<file path="config.mk">
export PLATFORM = sky130hd
export DESIGN_NAME = text_line_message_tokenizer
export DESIGN_NICKNAME = d
export VERILOG_FILES = /design/src/sv/tmt_pkg.sv /design/src/sv/tmt_parse.sv /design/src/sv/text_line_message_tokenizer.sv
export SDC_FILE = /design/constraint.sdc
export NUM_CORES = 1
export LEC_CHECK = 0
export BUFFER_PORTS_ARGS = -buffer_cell sky130_fd_sc_hd__buf_2
export CAP_MARGIN = 20
export CORE_ASPECT_RATIO = 0.9
export CORE_MARGIN = 2
export CORE_UTILIZATION = 35
export DETAILED_ROUTE_END_ITERATION = 8
export PLACE_DENSITY = 0.56
export SLEW_MARGIN = 20
export SYNTH_ARGS = -nofsm -noshare
export SYNTH_HDL_FRONTEND = slang
export SYNTH_SLANG_ARGS = --single-unit
</file>
<file path="constraint.sdc">
create_clock -name clock -period 9.65 [get_ports clock]
set_input_delay 0.4825 -clock clock [delete_from_list [all_inputs] [get_ports clock]]
set_output_delay 0.4825 -clock clock [all_outputs]
set_load 0.02 [all_outputs]
</file>
<file path="src/sv/tmt_pkg.sv">
`default_nettype none

package tmt_pkg;

   // sizing
   localparam int MAX_ARGS  = 64;
   localparam int BUF_DEPTH = 4096;

   localparam int OFF_W  = $clog2(BUF_DEPTH);        // buffer slot
   localparam int WOFF_W = $clog2(BUF_DEPTH) + 1;    // write pointer, holds BUF_DEPTH
   localparam int IDX_W  = $clog2(MAX_ARGS);         // argument index
   localparam int ARGC_W = $clog2(MAX_ARGS) + 1;     // argument count, holds MAX_ARGS
   localparam int TAG_W  = 31;

   localparam logic [TAG_W-1:0] TAG_MAX = {TAG_W{1'b1}};

   // characters
   localparam logic [7:0] CH_QUERY  = 8'h3F;  // ?
   localparam logic [7:0] CH_BANG   = 8'h21;  // !
   localparam logic [7:0] CH_HASH   = 8'h23;  // #
   localparam logic [7:0] CH_LBRACK = 8'h5B;  // [
   localparam logic [7:0] CH_RBRACK = 8'h5D;  // ]
   localparam logic [7:0] CH_BSLASH = 8'h5C;
   localparam logic [7:0] CH_UNDER  = 8'h5F;  // _
   localparam logic [7:0] CH_AT     = 8'h40;  // @
   localparam logic [7:0] CH_E      = 8'h65;
   localparam logic [7:0] CH_N      = 8'h6E;
   localparam logic [7:0] CH_R      = 8'h72;
   localparam logic [7:0] CH_T      = 8'h74;
   localparam logic [7:0] CH_ZERO   = 8'h30;
   localparam logic [7:0] CH_NINE   = 8'h39;
   localparam logic [7:0] CH_SPACE  = 8'h20;
   localparam logic [7:0] CH_TAB    = 8'h09;
   localparam logic [7:0] CH_LF     = 8'h0A;
   localparam logic [7:0] CH_CR     = 8'h0D;
   localparam logic [7:0] CH_ESCAPE = 8'd27;
   localparam logic [7:0] CH_NUL    = 8'h00;

   // message type codes
   localparam logic [1:0] MSG_NONE    = 2'd0;
   localparam logic [1:0] MSG_REQUEST = 2'd1;
   localparam logic [1:0] MSG_REPLY   = 2'd2;
   localparam logic [1:0] MSG_INFORM  = 2'd3;

   typedef enum logic [2:0] {
      MODE_FRESH = 3'd0,
      MODE_NAME  = 3'd1,
      MODE_TAG   = 3'd2,
      MODE_GAP   = 3'd3,
      MODE_ARG   = 3'd4,
      MODE_ESC   = 3'd5
   } mode_type;

   typedef enum logic [2:0] {
      EV_SKIP       = 3'd0,
      EV_STORE      = 3'd1,
      EV_CLOSE      = 3'd2,
      EV_CLOSE_DONE = 3'd3,
      EV_DONE       = 3'd4,
      EV_TAG_ERR    = 3'd5
   } event_type;

   typedef struct packed {
      event_type         event_res;
      logic [7:0]        out_byte;
      logic [OFF_W-1:0]  out_offset;
      logic              arg_start;
      logic [IDX_W-1:0]  arg_index;
      logic              arg_escaped;
      logic [TAG_W-1:0]  tag_value;
      logic              tag_present;
      logic [1:0]        msg_type;
      logic              overflow;
   } result_type;

endpackage

`default_nettype wire

</file>
<file path="src/sv/tmt_parse.sv">
`default_nettype none

// Parser state and the combinational step that consumes one byte.
module tmt_parse (
   input  wire                clock,
   input  wire                reset,
   input  wire                step_en,
   input  wire [7:0]          in_byte,
   output tmt_pkg::result_type result
);
   import tmt_pkg::*;

   mode_type          mode_ff, mode_in;
   logic [WOFF_W-1:0] woff_ff, woff_in;
   logic [ARGC_W-1:0] argc_ff, argc_in;
   logic [TAG_W-1:0]  tag_ff, tag_in;
   logic              tag_seen_ff, tag_seen_in;
   logic              esc_ff, esc_in;
   logic [1:0]        type_ff, type_in;
   logic              ovf_ff, ovf_in;

   logic              done;
   logic              take;
   logic              slot_full, args_full;
   logic [OFF_W-1:0]  slot_off;
   logic [IDX_W-1:0]  cur_idx;
   logic              is_mark, is_space, is_eol, is_digit;
   logic [34:0]       tag_x10;
   logic [7:0]        esc_val;

   assign slot_full = (woff_ff >= WOFF_W'(BUF_DEPTH));
   assign slot_off  = slot_full ? OFF_W'(BUF_DEPTH - 1) : woff_ff[OFF_W-1:0];
   assign args_full = (argc_ff >= ARGC_W'(MAX_ARGS));
   assign cur_idx   = args_full ? IDX_W'(MAX_ARGS - 1) : argc_ff[IDX_W-1:0];

   assign is_mark  = (in_byte == CH_QUERY) || (in_byte == CH_BANG) || (in_byte == CH_HASH);
   assign is_space = (in_byte == CH_SPACE) || (in_byte == CH_TAB);
   assign is_eol   = (in_byte == CH_LF) || (in_byte == CH_CR);
   assign is_digit = (in_byte >= CH_ZERO) && (in_byte <= CH_NINE);

   // tag*10 + digit; anything past 31 bits saturates
   assign tag_x10 = ({4'b0, tag_ff} << 3) + ({4'b0, tag_ff} << 1)
                    + {27'b0, in_byte - CH_ZERO};

   always_comb begin
      case (in_byte)
         CH_E:     esc_val = CH_ESCAPE;
         CH_N:     esc_val = CH_LF;
         CH_R:     esc_val = CH_CR;
         CH_T:     esc_val = CH_TAB;
         CH_ZERO:  esc_val = CH_NUL;
         CH_UNDER: esc_val = CH_SPACE;
         default:  esc_val = in_byte;
      endcase
   end

   // next mode
   always_comb begin
      mode_in = mode_ff;
      case (mode_ff)
         MODE_FRESH: begin
            if (is_mark) mode_in = MODE_NAME;
         end
         MODE_NAME, MODE_ARG: begin
            if (in_byte == CH_LBRACK && mode_ff == MODE_NAME) mode_in = MODE_TAG;
            else if (is_space) mode_in = MODE_GAP;
            else if (is_eol) mode_in = mode_ff;
            else if (in_byte == CH_BSLASH && mode_ff == MODE_ARG) mode_in = MODE_ESC;
         end
         MODE_TAG: begin
            if (!is_digit && in_byte == CH_RBRACK) mode_in = MODE_GAP;
         end
         MODE_GAP: begin
            if (!is_space && !is_eol)
               mode_in = (in_byte == CH_BSLASH) ? MODE_ESC : MODE_ARG;
         end
         MODE_ESC: mode_in = MODE_ARG;
         default:  mode_in = MODE_FRESH;
      endcase
   end

   // result and datapath state
   always_comb begin
      result           = '0;
      result.event_res = EV_SKIP;
      woff_in     = woff_ff;
      argc_in     = argc_ff;
      tag_in      = tag_ff;
      tag_seen_in = tag_seen_ff;
      esc_in      = esc_ff;
      type_in     = type_ff;
      ovf_in      = ovf_ff;
      done        = 1'b0;
      take        = 1'b0;

      case (mode_ff)
         MODE_FRESH: begin
            if (is_mark) begin
               type_in = (in_byte == CH_QUERY) ? MSG_REQUEST :
                         (in_byte == CH_BANG)  ? MSG_REPLY : MSG_INFORM;
               if (args_full) ovf_in = 1'b1;
               esc_in           = 1'b0;
               result.arg_start = 1'b1;
               result.arg_index = cur_idx;
               result.event_res = EV_STORE;
               result.out_byte  = in_byte;
               take             = 1'b1;
            end
         end
         MODE_NAME, MODE_ARG: begin
            result.arg_index   = cur_idx;
            result.arg_escaped = esc_ff;
            if (in_byte == CH_LBRACK && mode_ff == MODE_NAME) begin
               result.event_res = EV_CLOSE;
               take        = 1'b1;
               tag_in      = '0;
               tag_seen_in = 1'b1;
               if (!args_full) argc_in = argc_ff + 1'b1;
            end else if (is_space) begin
               result.event_res = EV_CLOSE;
               take = 1'b1;
               if (!args_full) argc_in = argc_ff + 1'b1;
            end else if (is_eol) begin
               result.event_res = EV_CLOSE_DONE;
               take = 1'b1;
               done = 1'b1;
               if (!args_full) argc_in = argc_ff + 1'b1;
            end else if (in_byte == CH_BSLASH && mode_ff == MODE_ARG) begin
               // escape lead-in, nothing stored yet
            end else begin
               result.event_res = EV_STORE;
               result.out_byte  = in_byte;
               take = 1'b1;
            end
         end
         MODE_TAG: begin
            if (is_digit) begin
               tag_in = (tag_x10 > {4'b0, TAG_MAX}) ? TAG_MAX : tag_x10[TAG_W-1:0];
            end else if (in_byte != CH_RBRACK) begin
               result.event_res = EV_TAG_ERR;
               done = 1'b1;
            end
         end
         MODE_GAP: begin
            if (is_eol) begin
               result.event_res = EV_DONE;
               done = 1'b1;
            end else if (!is_space) begin
               if (args_full) ovf_in = 1'b1;
               esc_in           = 1'b0;
               result.arg_start = 1'b1;
               result.arg_index = cur_idx;
               if (in_byte == CH_BSLASH) begin
                  result.out_offset = slot_off;
               end else begin
                  result.event_res = EV_STORE;
                  result.out_byte  = in_byte;
                  take = 1'b1;
               end
            end
         end
         MODE_ESC: begin
            result.arg_index   = cur_idx;
            result.arg_escaped = 1'b1;
            esc_in             = 1'b1;
            if (in_byte != CH_AT) begin
               result.event_res = EV_STORE;
               result.out_byte  = esc_val;
               take = 1'b1;
            end
         end
         default: ;
      endcase

      if (take) begin
         result.out_offset = slot_off;
         if (slot_full) ovf_in = 1'b1;
         else woff_in = woff_ff + 1'b1;
      end

      result.tag_value   = tag_in;
      result.tag_present = tag_seen_in;
      result.msg_type    = type_in;
      result.overflow    = ovf_in;
   end

   always_ff @(posedge clock) begin
      if (reset || (step_en && done)) begin
         mode_ff     <= MODE_FRESH;
         woff_ff     <= '0;
         argc_ff     <= '0;
         tag_ff      <= '0;
         tag_seen_ff <= 1'b0;
         esc_ff      <= 1'b0;
         type_ff     <= MSG_NONE;
         ovf_ff      <= 1'b0;
      end else if (step_en) begin
         mode_ff     <= mode_in;
         woff_ff     <= woff_in;
         argc_ff     <= argc_in;
         tag_ff      <= tag_in;
         tag_seen_ff <= tag_seen_in;
         esc_ff      <= esc_in;
         type_ff     <= type_in;
         ovf_ff      <= ovf_in;
      end
   end

   a_done_fresh: assert property (@(posedge clock) disable iff (reset)
      step_en && done |=> mode_ff == MODE_FRESH && woff_ff == '0)
      else $error("parser not fresh after message end");

   a_tag_err_mode: assert property (@(posedge clock) disable iff (reset)
      result.event_res == EV_TAG_ERR |-> mode_ff == MODE_TAG && tag_seen_ff)
      else $error("tag error outside a tag");

   a_woff_bound: assert property (@(posedge clock) disable iff (reset)
      woff_ff <= WOFF_W'(BUF_DEPTH))
      else $error("write offset beyond buffer depth");

endmodule

`default_nettype wire

</file>
<file path="src/sv/text_line_message_tokenizer.sv">
`default_nettype none

// Channel   Direction  Handshake            Payload
// req_      in         req_valid/req_stall  req_in_byte, one raw byte per word
// rsp_      out        rsp_valid/rsp_stall  decoded byte, offset, argument and tag status
//
// One byte per cycle sustained while rsp_stall is low.
// Input register -> parse step (state update) -> result register; every byte gives one word.
// Parser state advances only when the input register moves into the result register.
// Reset (synchronous) empties both registers and makes the parser fresh.
// rsp_stall holds the result register; req_stall rises only when both registers are full.
module text_line_message_tokenizer (
   input  wire                           clock,
   input  wire                           reset,

   input  wire                           req_valid,
   output logic                          req_stall,
   input  wire [7:0]                     req_in_byte,

   output logic                          rsp_valid,
   input  wire                           rsp_stall,
   output logic [2:0]                    rsp_event_res,
   output logic [7:0]                    rsp_out_byte,
   output logic [tmt_pkg::OFF_W-1:0]     rsp_out_offset,
   output logic                          rsp_arg_start,
   output logic [tmt_pkg::IDX_W-1:0]     rsp_arg_index,
   output logic                          rsp_arg_escaped,
   output logic [tmt_pkg::TAG_W-1:0]     rsp_tag_value,
   output logic                          rsp_tag_present,
   output logic [1:0]                    rsp_msg_type,
   output logic                          rsp_overflow
);
   import tmt_pkg::*;

   logic       in_valid_ff, in_valid_in;
   logic [7:0] in_byte_ff;
   logic       out_valid_ff, out_valid_in;
   result_type out_ff;
   result_type step_res;
   logic       req_take;
   logic       move;   // input register hands its byte to the parser this cycle

   assign move      = in_valid_ff && !(out_valid_ff && rsp_stall);
   assign req_stall = in_valid_ff && !move;
   assign req_take  = req_valid && !req_stall;

   assign in_valid_in  = req_take ? 1'b1 : (move ? 1'b0 : in_valid_ff);
   assign out_valid_in = move ? 1'b1 : (rsp_stall ? out_valid_ff : 1'b0);

   tmt_parse u_parse (
      .clock   (clock),
      .reset   (reset),
      .step_en (move),
      .in_byte (in_byte_ff),
      .result  (step_res)
   );

   always_ff @(posedge clock) begin
      if (reset) begin
         in_valid_ff  <= 1'b0;
         out_valid_ff <= 1'b0;
      end else begin
         in_valid_ff  <= in_valid_in;
         out_valid_ff <= out_valid_in;
      end
   end

   // payload registers, no reset
   always_ff @(posedge clock) begin
      if (req_take) in_byte_ff <= req_in_byte;
      if (move)     out_ff     <= step_res;
   end

   assign rsp_valid       = out_valid_ff;
   assign rsp_event_res   = out_ff.event_res;
   assign rsp_out_byte    = out_ff.out_byte;
   assign rsp_out_offset  = out_ff.out_offset;
   assign rsp_arg_start   = out_ff.arg_start;
   assign rsp_arg_index   = out_ff.arg_index;
   assign rsp_arg_escaped = out_ff.arg_escaped;
   assign rsp_tag_value   = out_ff.tag_value;
   assign rsp_tag_present = out_ff.tag_present;
   assign rsp_msg_type    = out_ff.msg_type;
   assign rsp_overflow    = out_ff.overflow;

   a_no_overwrite: assert property (@(posedge clock) disable iff (reset)
      req_take |-> !in_valid_ff || move)
      else $error("input register overwritten while full");

   a_rsp_from_move: assert property (@(posedge clock) disable iff (reset)
      $rose(out_valid_ff) |-> $past(move))
      else $error("result word appeared without a parse step");

   a_start_event: assert property (@(posedge clock) disable iff (reset)
      rsp_valid && rsp_arg_start |->
         out_ff.event_res == EV_STORE || out_ff.event_res == EV_SKIP)
      else $error("argument start on a closing event");

endmodule

`default_nettype wire
</file>
### Yosys cells after proc, flatten, opt, wreduce, memory -nomap -nowiden

Cells that the tools add are included.

* flip-flop bits (word level): 135
* output and inout port bits: 68
* bits of input ports: 12

* add/sub/neg operators: 5
* bitwise gates (word level): 1
* $lt $le $gt $ge: 5
* muxes and demuxes: 81
* equality and inequality tests: 31
* reduce and logical (&&, ||, !) cells: 31

Operators by type and width (count)
* 2-to-1 mux 31 bit: 3
* == test 8 x 7 -> 1 bit, second input constant: 8
* case mux 31 bit (2 select lines): 1
* 2-to-1 mux 12 bit: 4
* case mux 8 bit (6 select lines): 1
* == test 8 x 6 -> 1 bit, second input constant: 5
* 2-to-1 mux 3 bit: 13
* 2-to-1 mux 9 bit: 4
* adder 34 x 32 -> 35 bit: 1
* adder 35 x 8 -> 35 bit: 1
* > comparator 35 x 31 -> 1 bit, second input constant: 1
* 2-to-1 mux 7 bit: 5
* case mux 8 bit (4 select lines): 1
* 2-to-1 mux 1 bit: 31
* case mux 3 bit (5 select lines): 2
* 2-to-1 mux 28 bit: 1
* 2-to-1 mux 27 bit: 1
* == test 8 x 4 -> 1 bit, second input constant: 3
* 2-to-1 mux 8 bit: 3
* case mux 6 bit (3 select lines): 1
* != test 8 x 7 -> 1 bit, second input constant: 2
* adder 13 x 1 -> 13 bit, second input constant: 1
* greater-or-equal comparator 13 bit, second input constant: 1
* logical AND 1 bit: 10
* other kinds (28): 50

### Depth between registers and ports, before layout

Gate-level depths: netlist of the first run.

* word-level depth: 8
* depth in mapped cells: 17

### By module

Synthesis of the first run repeated with hierarchy kept, for this count alone.

* cells, all modules: 952
* area total of the unflattened synthesis: 8744.6 µm²

Modules (own cells, without submodules)
* tmt_parse: instances 1, area each 6436.2 µm², cells an instance 868
* text_line_message_tokenizer: instances 1, area each 2308.5 µm², cells an instance 84

### Least setup slack after synthesis of the first run

OpenSTA, ideal clock, no wires.

* path kind: flip-flop to flip-flop
* start point: reg in_byte_ff[4]
* end point: reg out_ff (netlist bit rsp_tag_value[18]), data pin
* data arrival time: 4319 ps
* stages on the path, launching flop included: 17
* library setup time: 264 ps
* clock period less this slack: 4583 ps
* data required time: 9386 ps
* path slack: 5067 ps
* buffers on the path: 2
* path through: edfxtp_1 > ha_1 > xor2_1 > fa_1 > inv_1 > ha_1 > o211a_1 > a21oi_2 > a21oi_1 > a31oi_1 > o41ai_2 > mux2_2 > or4b_1 > buf_2 > buf_6 > o311ai_1 > nand2_1

RTL lines
* start: declaration: RTL line text_line_message_tokenizer.sv:36 `logic [7:0] in_byte_ff;`
* start signal: assignment: RTL line text_line_message_tokenizer.sv:70 `if (req_take) in_byte_ff <= req_in_byte;`
* end signal: assignment: RTL line text_line_message_tokenizer.sv:71 `if (move) out_ff <= step_res;`
* end: declaration: RTL line text_line_message_tokenizer.sv:38 `result_type out_ff;`

==> results of run 1 <==
[registers in the layout, summed over array words and instances (netlist names), 3 cells and up]
register         cells
rsp_tag_value       31
rsp_arg_index        6
u_parse.mode_ff      3
rsp_out_offset      12
in_byte_ff           8
rsp_event_res        3
rsp_out_byte         8
u_parse.woff_ff     13
u_parse.tag_ff      31
u_parse.argc_ff      7
[path summary, 6_finish.rpt]
path / startpoint / endpoint / slack [ps] / cells after the start
worst max-delay path: in_byte_ff[4] / rsp_tag_value[7] / 4010 / 15
worst min-delay path: req_in_byte[0] / in_byte_ff[0] / 230 / 1
worst max register to register: in_byte_ff[4] / rsp_tag_value[7] / 4010 / 15
worst min register to register: u_parse.type_ff[1] / u_parse.type_ff[1] / 460 / 2
[kinds of logic after synthesis]
kind of cell	Yosys count	synth area share (%)
AO/OA/AOI/OAI	312	23.41
multiplexers	6	0.7110
AND/OR/NAND/NOR	315	17.31
XOR/XNOR	47	4.679
adder cells (fa/ha/maj)	71	10.61
flip-flops	135	39.14
buffers and inverters	92	4.152
[routing by layer]
metal  vias to the layer above  routed length, um  GRT usage (%)
met3                        21               1453          3.096
met4                         0                335          5.367
li1                       3730                  -              -
met2                       254              11120          29.53
met1                      3684              11360          26.46
met5                         -                  0              0
[power by group]
| group | total (mW) | switching (mW) | internal [mW] |
|---|---|---|---|
| clock network | 0.708 | 0.310 | 0.398 |
| logic | 0.0730 | 0.0529 | 0.0201 |
| registers | 0.627 | 0.00945 | 0.618 |
[synthesized netlist by cell type (6+ instances only)]
cell      number  area, um2
fa_1           6      120.1
nor3_1        15      75.07
o22ai_1       10      62.56
a22oi_1       14      105.1
inv_1         38      142.6
a21o_1        11      82.58
nor2_1        81      304.0
xor2_1        30      262.8
xnor2_1       17      148.9
nand3_1       21      105.1
edfxtp_1      74       2222
o22a_1        10      87.58
a211oi_1      18      135.1
nand2_1      109      409.1
and2_1         8      50.05
o21ai_0       71      355.3
ha_1          65      813.3
nor3b_1        7      52.55
o211ai_1       9      67.56
and3_1        15      93.84
clkbuf_1      43      161.4
o21a_1        21      157.7
dfxtp_1       61       1221
a31oi_1        7      43.79
nand4_1       11      68.82
a21oi_1       79      395.4
nand2b_1       7      43.79
buf_2          9      45.04
nor2b_1       10      62.56
[final cells by class]
| cell class | instances | area, um2 | share of cell area [%] |
|---|---|---|---|
| sequential | 135 | 3443 | 34.04 |
| tap | 342 | 427.9 | 4.231 |
| clock buffer | 17 | 425.4 | 4.206 |
| timing repair buffer | 88 | 470.5 | 4.651 |
| clock inverter | 15 | 200.2 | 1.979 |
| inverter | 38 | 143.9 | 1.423 |
| multi-input combinational | 751 | 5004 | 49.47 |
==> metrics.md, run 1 <==
| Metric | Value |
|---|---|
| Status | `finished clean` |
| CP Capture Type | `register` |
| Vias per cell | `5.548` |
| Pin count of the biggest net entering global routing | `79` |
| Fmax achieved | `177.3 MHz` |
| Antenna violations before repair | `0` |
| First-pass GRT wire length | `39110 um` |
| Bufs and invs on worst path | `2` |
| Yosys cell types | `79` |
| Root Buffer | `clkbuf_16` |
| Vias | `7689` |
| Worst endpoint required time | `9810 ps` |
| Most frequent cells in the layout | `109 x nand2_1, 81 x nor2_1, 79 x buf_2, 78 x a21oi_1, 74 x edfxtp_1` |
| Placed cell count | `1353` |
| Slowest-stage cell, CP | `or4b_1` |
| CTS tree | `yes` |
| Die Span Y | `154.4 um` |
| RSZ-0062 raised after global routing | `no` |
| Residual DRC | `0` |
| Share of cells above drive strength 1 | `13.89%` |
| Gr usage total | `18.75%` |
| Setup WS pre-CTS | `4147 ps` |
| Async set-reset flop share out of synthesis | `0%` |
| CP max stage delay | `760 ps` |
| Gr ovfl total | `0` |
| Worst setup margin | `4010 ps` |
| Post-route cell area | `10110 um2` |
| Final Wtd Congestion | `0.8811` |
| Reg clk slew, reported paths | `70 ps` |
| Mapped Nets | `1061` |
| Max_cap viols | `0` |
| Final Hold Vio Count | `0` |
| Slew Viols, Final | `0` |
| Power Total | `1.408 mW` |
| Fin util | `40.60%` |
| Finish-stage setup viols | `0` |
| Cell family with most CP delay | `compound AO/OA/AOI/OAI gates` |
| CTS Hold Bufs | `0` |
| VDD IR max | `0.1050 mV` |
| Post-Layout Cell Count | `1386` |
| Warnings from Yosys | `0` |
| Top-Level Pins | `80` |
| TritonCTS buffer count | `17` |
| Nets | `1114` |
| Max_slew headroom | `30.33%` |
| Area grow syn2layout | `14.96%` |
| Final wirelength | `24270 um` |
| Prevailing post-synth register cell | `edfxtp_1` |
| CP Launch Type | `register` |
| Vias in the first global route | `7263` |
| Initial DRC count | `737` |
| Max FO, Critical Path | `34` |
| Hold WS | `228.6 ps` |
| CTS Sinks | `135` |
| Number of diodes | `0` |
| Num rows | `55` |
| Yosys reg bits | `135` |
| CTS H-tree lvls | `4` |
| Power per cell area | `139.2 nW/um2` |
| Core area | `24910 um2` |
| DR WL/cell | `17.51 um` |
| Resize count post-CTS | `0` |
| Slew @ Worst Pin | `1045 ps` |
| Antenna Nets Post-Route | `0` |
| Seq/Total Area, Yosys | `39.14%` |
| CTS max path bufs | `2` |
| Total negative slack | `0 ps` |
| Hpwl dp | `16890 um` |
| # fillers | `2520` |
| Drt pass-1 iters | `6` |
| Number of flops mapped to enable cells by yosys | `74` |
| Crit path kind | `register to register` |
| Crit-path cells | `ha_1, xor2_1, fa_1, inv_1, ha_1, o211a_1, a21oi_2, a21oi_1, a31oi_1, o41ai_2, mux2_2, or4b_1, buf_4, o311ai_0, o21ai_1` |
| Arrival @ worst endpoint | `5800 ps` |
| Starting density of the core | `35.32%` |
| Period Utilization, post-route | `58.44%` |
| IO buf count | `79` |
| Most common cell on crit path | `ha_1` |
| Worst-Skew Late Latency | `440 ps` |
| Mapped Avg Cell Area | `8.996 um2` |
| Tmin final | `5640 ps` |
| Post-Syn Instances | `978` |
| Die footprint | `26420 um2` |
| Hold Crit Class | `input pin to register` |
| Most common cell after layout, fill and taps aside | `nand2_1` |
| Clock Skew | `18.17 ps` |
| LEAKAGE | `4.221 nW` |
| Die X | `171.1 um` |
| Total setup buffers inserted after CTS | `0` |
| Netlist Area Pre-Place | `8798 um2` |
| Placed Area | `9474 um2` |
Power figures use the tool's default switching activity.
==> inputs of run 2 (changes only) <==
- ABC_AREA: not set -> 1
- PLACE_DENSITY: 0.56 -> 0.55
- clock period: 9.65 -> 5.25 ns (I/O delays scaled with it)
==> metrics.md, run 2 <==
| Metric | Value |
|---|---|
| Reg clk slew, reported paths | `60 ps` |
| Drt pass-1 iters | `5` |
| Vias | `8783` |
| Warnings from Yosys | `0` |
| Crit path kind | `register to register` |
| Top-Level Pins | `80` |
| Most frequent cells in the layout | `373 x nand2_1, 244 x inv_1, 136 x a21oi_1, 120 x nor2_1, 79 x buf_2` |
| Final Hold Vio Count | `0` |
| Gr usage total | `17.84%` |
| # fillers | `2885` |
| Initial DRC count | `693` |
| Num rows | `58` |
| Cell family with most CP delay | `simple AND/OR/NAND/NOR gates` |
| CP max stage delay | `470 ps` |
| Seq/Total Area, Yosys | `34.33%` |
| Residual DRC | `0` |
| LEAKAGE | `5.497 nW` |
| Tmin final | `4002 ps` |
| Comb pwr share | `17.2%` |
| Vias in the first global route | `8018` |
| Max_slew headroom | `28.20%` |
| Prevailing post-synth register cell | `edfxtp_1` |
| Mapped Nets | `1481` |
| Share of cells above drive strength 1 | `16.54%` |
| Final Wtd Congestion | `0.9340` |
| Antenna Nets Post-Route | `0` |
| Die X | `182.5 um` |
| Fmax achieved | `249.9 MHz` |
| CP Capture Type | `register` |
| Total negative slack | `0 ps` |
| Netlist Area Pre-Place | `10030 um2` |
| Starting density of the core | `35.72%` |
| DR WL/cell | `14.32 um` |
| Finish-stage setup viols | `0` |
| Die footprint | `30030 um2` |
| RSZ-0062 raised after global routing | `no` |
| Hold Path Origin | `req_in_byte[1]` |
| Clock Skew | `14.27 ps` |
| Period Utilization, post-route | `76.23%` |
| Bufs and invs on worst path | `4` |
| CTS max path bufs | `2` |
| Clock power share | `42.1%` |
| Worst Setup SP | `in_byte_ff[4]` |
| Post-Syn Instances | `1398` |
| Net Switching | `0.8703 mW` |
| CTS H-tree lvls | `4` |
| Max FO, Critical Path | `22` |
| Yosys reg bits | `135` |
| CTS Hold Bufs | `1` |
| CTS tree | `yes` |
| First-pass GRT wire length | `42450 um` |
| Vias per cell | `4.771` |
| Max_cap viols | `0` |
| Die Span Y | `164.6 um` |
| Worst-Skew Late Latency | `430 ps` |
| Slew @ Worst Pin | `1075 ps` |
| TritonCTS buffer count | `17` |
| Total setup buffers inserted after CTS | `0` |
| Pin count of the biggest net entering global routing | `62` |
| Antenna violations before repair | `0` |
| Root Buffer | `clkbuf_16` |
| Post-route cell area | `11330 um2` |
| Worst endpoint required time | `5430 ps` |
| CP Launch Type | `register` |
| Number of diodes | `0` |
| Yosys top cell area share | `22.15%` |
| Synth cell count leaders | `373 x nand2_1, 244 x inv_1, 136 x a21oi_1` |
| Gr ovfl total | `0` |
| Reg-to-Reg Start | `in_byte_ff[4]` |
| CTS Sinks | `135` |
| Internal power | `2.074 mW` |
| Sw frac | `29.56%` |
| Final wirelength | `26350 um` |
| Most common cell after layout, fill and taps aside | `nand2_1` |
| Power per cell area | `259.8 nW/um2` |
| Crit-path cells | `inv_1, ha_1, inv_1, fa_1, inv_1, ha_1, nand2_1, nand3_1, nand2_1, a21oi_1, nor2_1, o21ai_0, nor2_4, buf_4, nand3_2, nand2_2, nand2_1` |
| Area of the multi-input gates | `5409 um2` |
| Flop pwr share | `40.8%` |
| Nets | `1551` |
| Area grow syn2layout | `12.96%` |
| Resize count post-CTS | `0` |
| Hold Crit Class | `input pin to register` |
| Yosys cell types | `49` |
| Number of flops mapped to enable cells by yosys | `74` |
| Arrival @ worst endpoint | `4180 ps` |
| Synth area leader | `edfxtp_1` |
| Mapped Avg Cell Area | `7.175 um2` |
| Status | `finished clean` |
| Core area | `28080 um2` |
| Slew Viols, Final | `0` |
| Slowest-stage cell, CP | `fa_1` |
| Hpwl dp | `19670 um` |
| IO buf count | `79` |
| VDD IR max | `0.2071 mV` |
| Async set-reset flop share out of synthesis | `0%` |
| Top area cells in the synthesized netlist | `edfxtp_1 22%, nand2_1 14%, dfxtp_1 12%` |
| Most instantiated library cell after synthesis | `nand2_1` |
| Placed Area | `10720 um2` |
| FF/Latch Area | `3443 um2` |
==> run 2: cell count changes after synthesis, moves of 29 or more <==
cell | previous run | this run
inv_1 | 38 | 244
clkbuf_1 | 43 | 14
nand3_1 | 21 | 66
nor2_1 | 81 | 121
nand2_2 | 0 | 43
nand2_1 | 109 | 373
o21ai_0 | 71 | 16
nand3_2 | 0 | 52
a21oi_1 | 79 | 136
==> run 2: per-layer routing <==
metal / vias up / routed length [um] / GRT usage [%]
met1: 4002 / 13210 / 24.93
met3: 14 / 1160 / 3.043
met2: 189 / 11700 / 29.04
met4: 0 / 279 / 3.776
met5: - / 0 / 0
li1: 4578 / - / -
==> run 2: worst paths after layout <==
kind | slack [ps] | depth (start not counted) | end
setup / recovery | 1250 | 17 | rsp_tag_value[3]
hold / removal | 10 | 1 | in_byte_ff[1]
setup reg to reg | 1250 | 17 | rsp_tag_value[3]
hold reg to reg | 460 | 2 | u_parse.woff_ff[10]
==> run 2: kinds of logic after synthesis <==
| logic type | share of synthesized area (%) |
|---|---|
| xor+xnor | 2.183 |
| compound gates | 9.667 |
| flops | 34.33 |
| buf+inv | 11.96 |
| fa+ha+maj | 9.305 |
| simple gates | 32.56 |
==> run 2: power groups by stage <==
stage | sequential, mW | combinational [mW] | clock, mW
after detailed placement | 1.22 | 0.505 | 0
final | 1.20 | 0.505 | 1.24
after global routing | 1.21 | 0.566 | 1.30
after CTS | 1.20 | 0.509 | 1.26
after floorplan | 1.24 | 0.363 | 0
after global placement | 1.22 | 0.504 | 0
==> run 2: area by class of cell <==
cell class / count / share of cell area (%)
Sequential cell: 135 / 30.39
Clock inverter: 14 / 1.557
Clock buffer: 18 / 3.788
Timing Repair Buffer: 87 / 4.042
Tap cell: 360 / 3.975
Inverter: 257 / 8.514
Multi-Input combinational cell: 970 / 47.74
==> run 2: stage by stage <==
step / total power [mW] / util [%] / hold slack, ps / std cells / worst slack [ps]
final: 2.944 / 40.35 / 13.92 / 1841 / 1248
after global placement: 1.727 / 38.15 / 441.7 / 1808 / 1328
after floorplan: 1.604 / - / 331.6 / 1398 / 2091
after global routing: 3.067 / 40.35 / 0.9354 / 1841 / 986.0
after detailed placement: 1.728 / 38.15 / 440.6 / 1808 / 1265
after CTS: 2.972 / 40.35 / 2.476 / 1841 / 1252
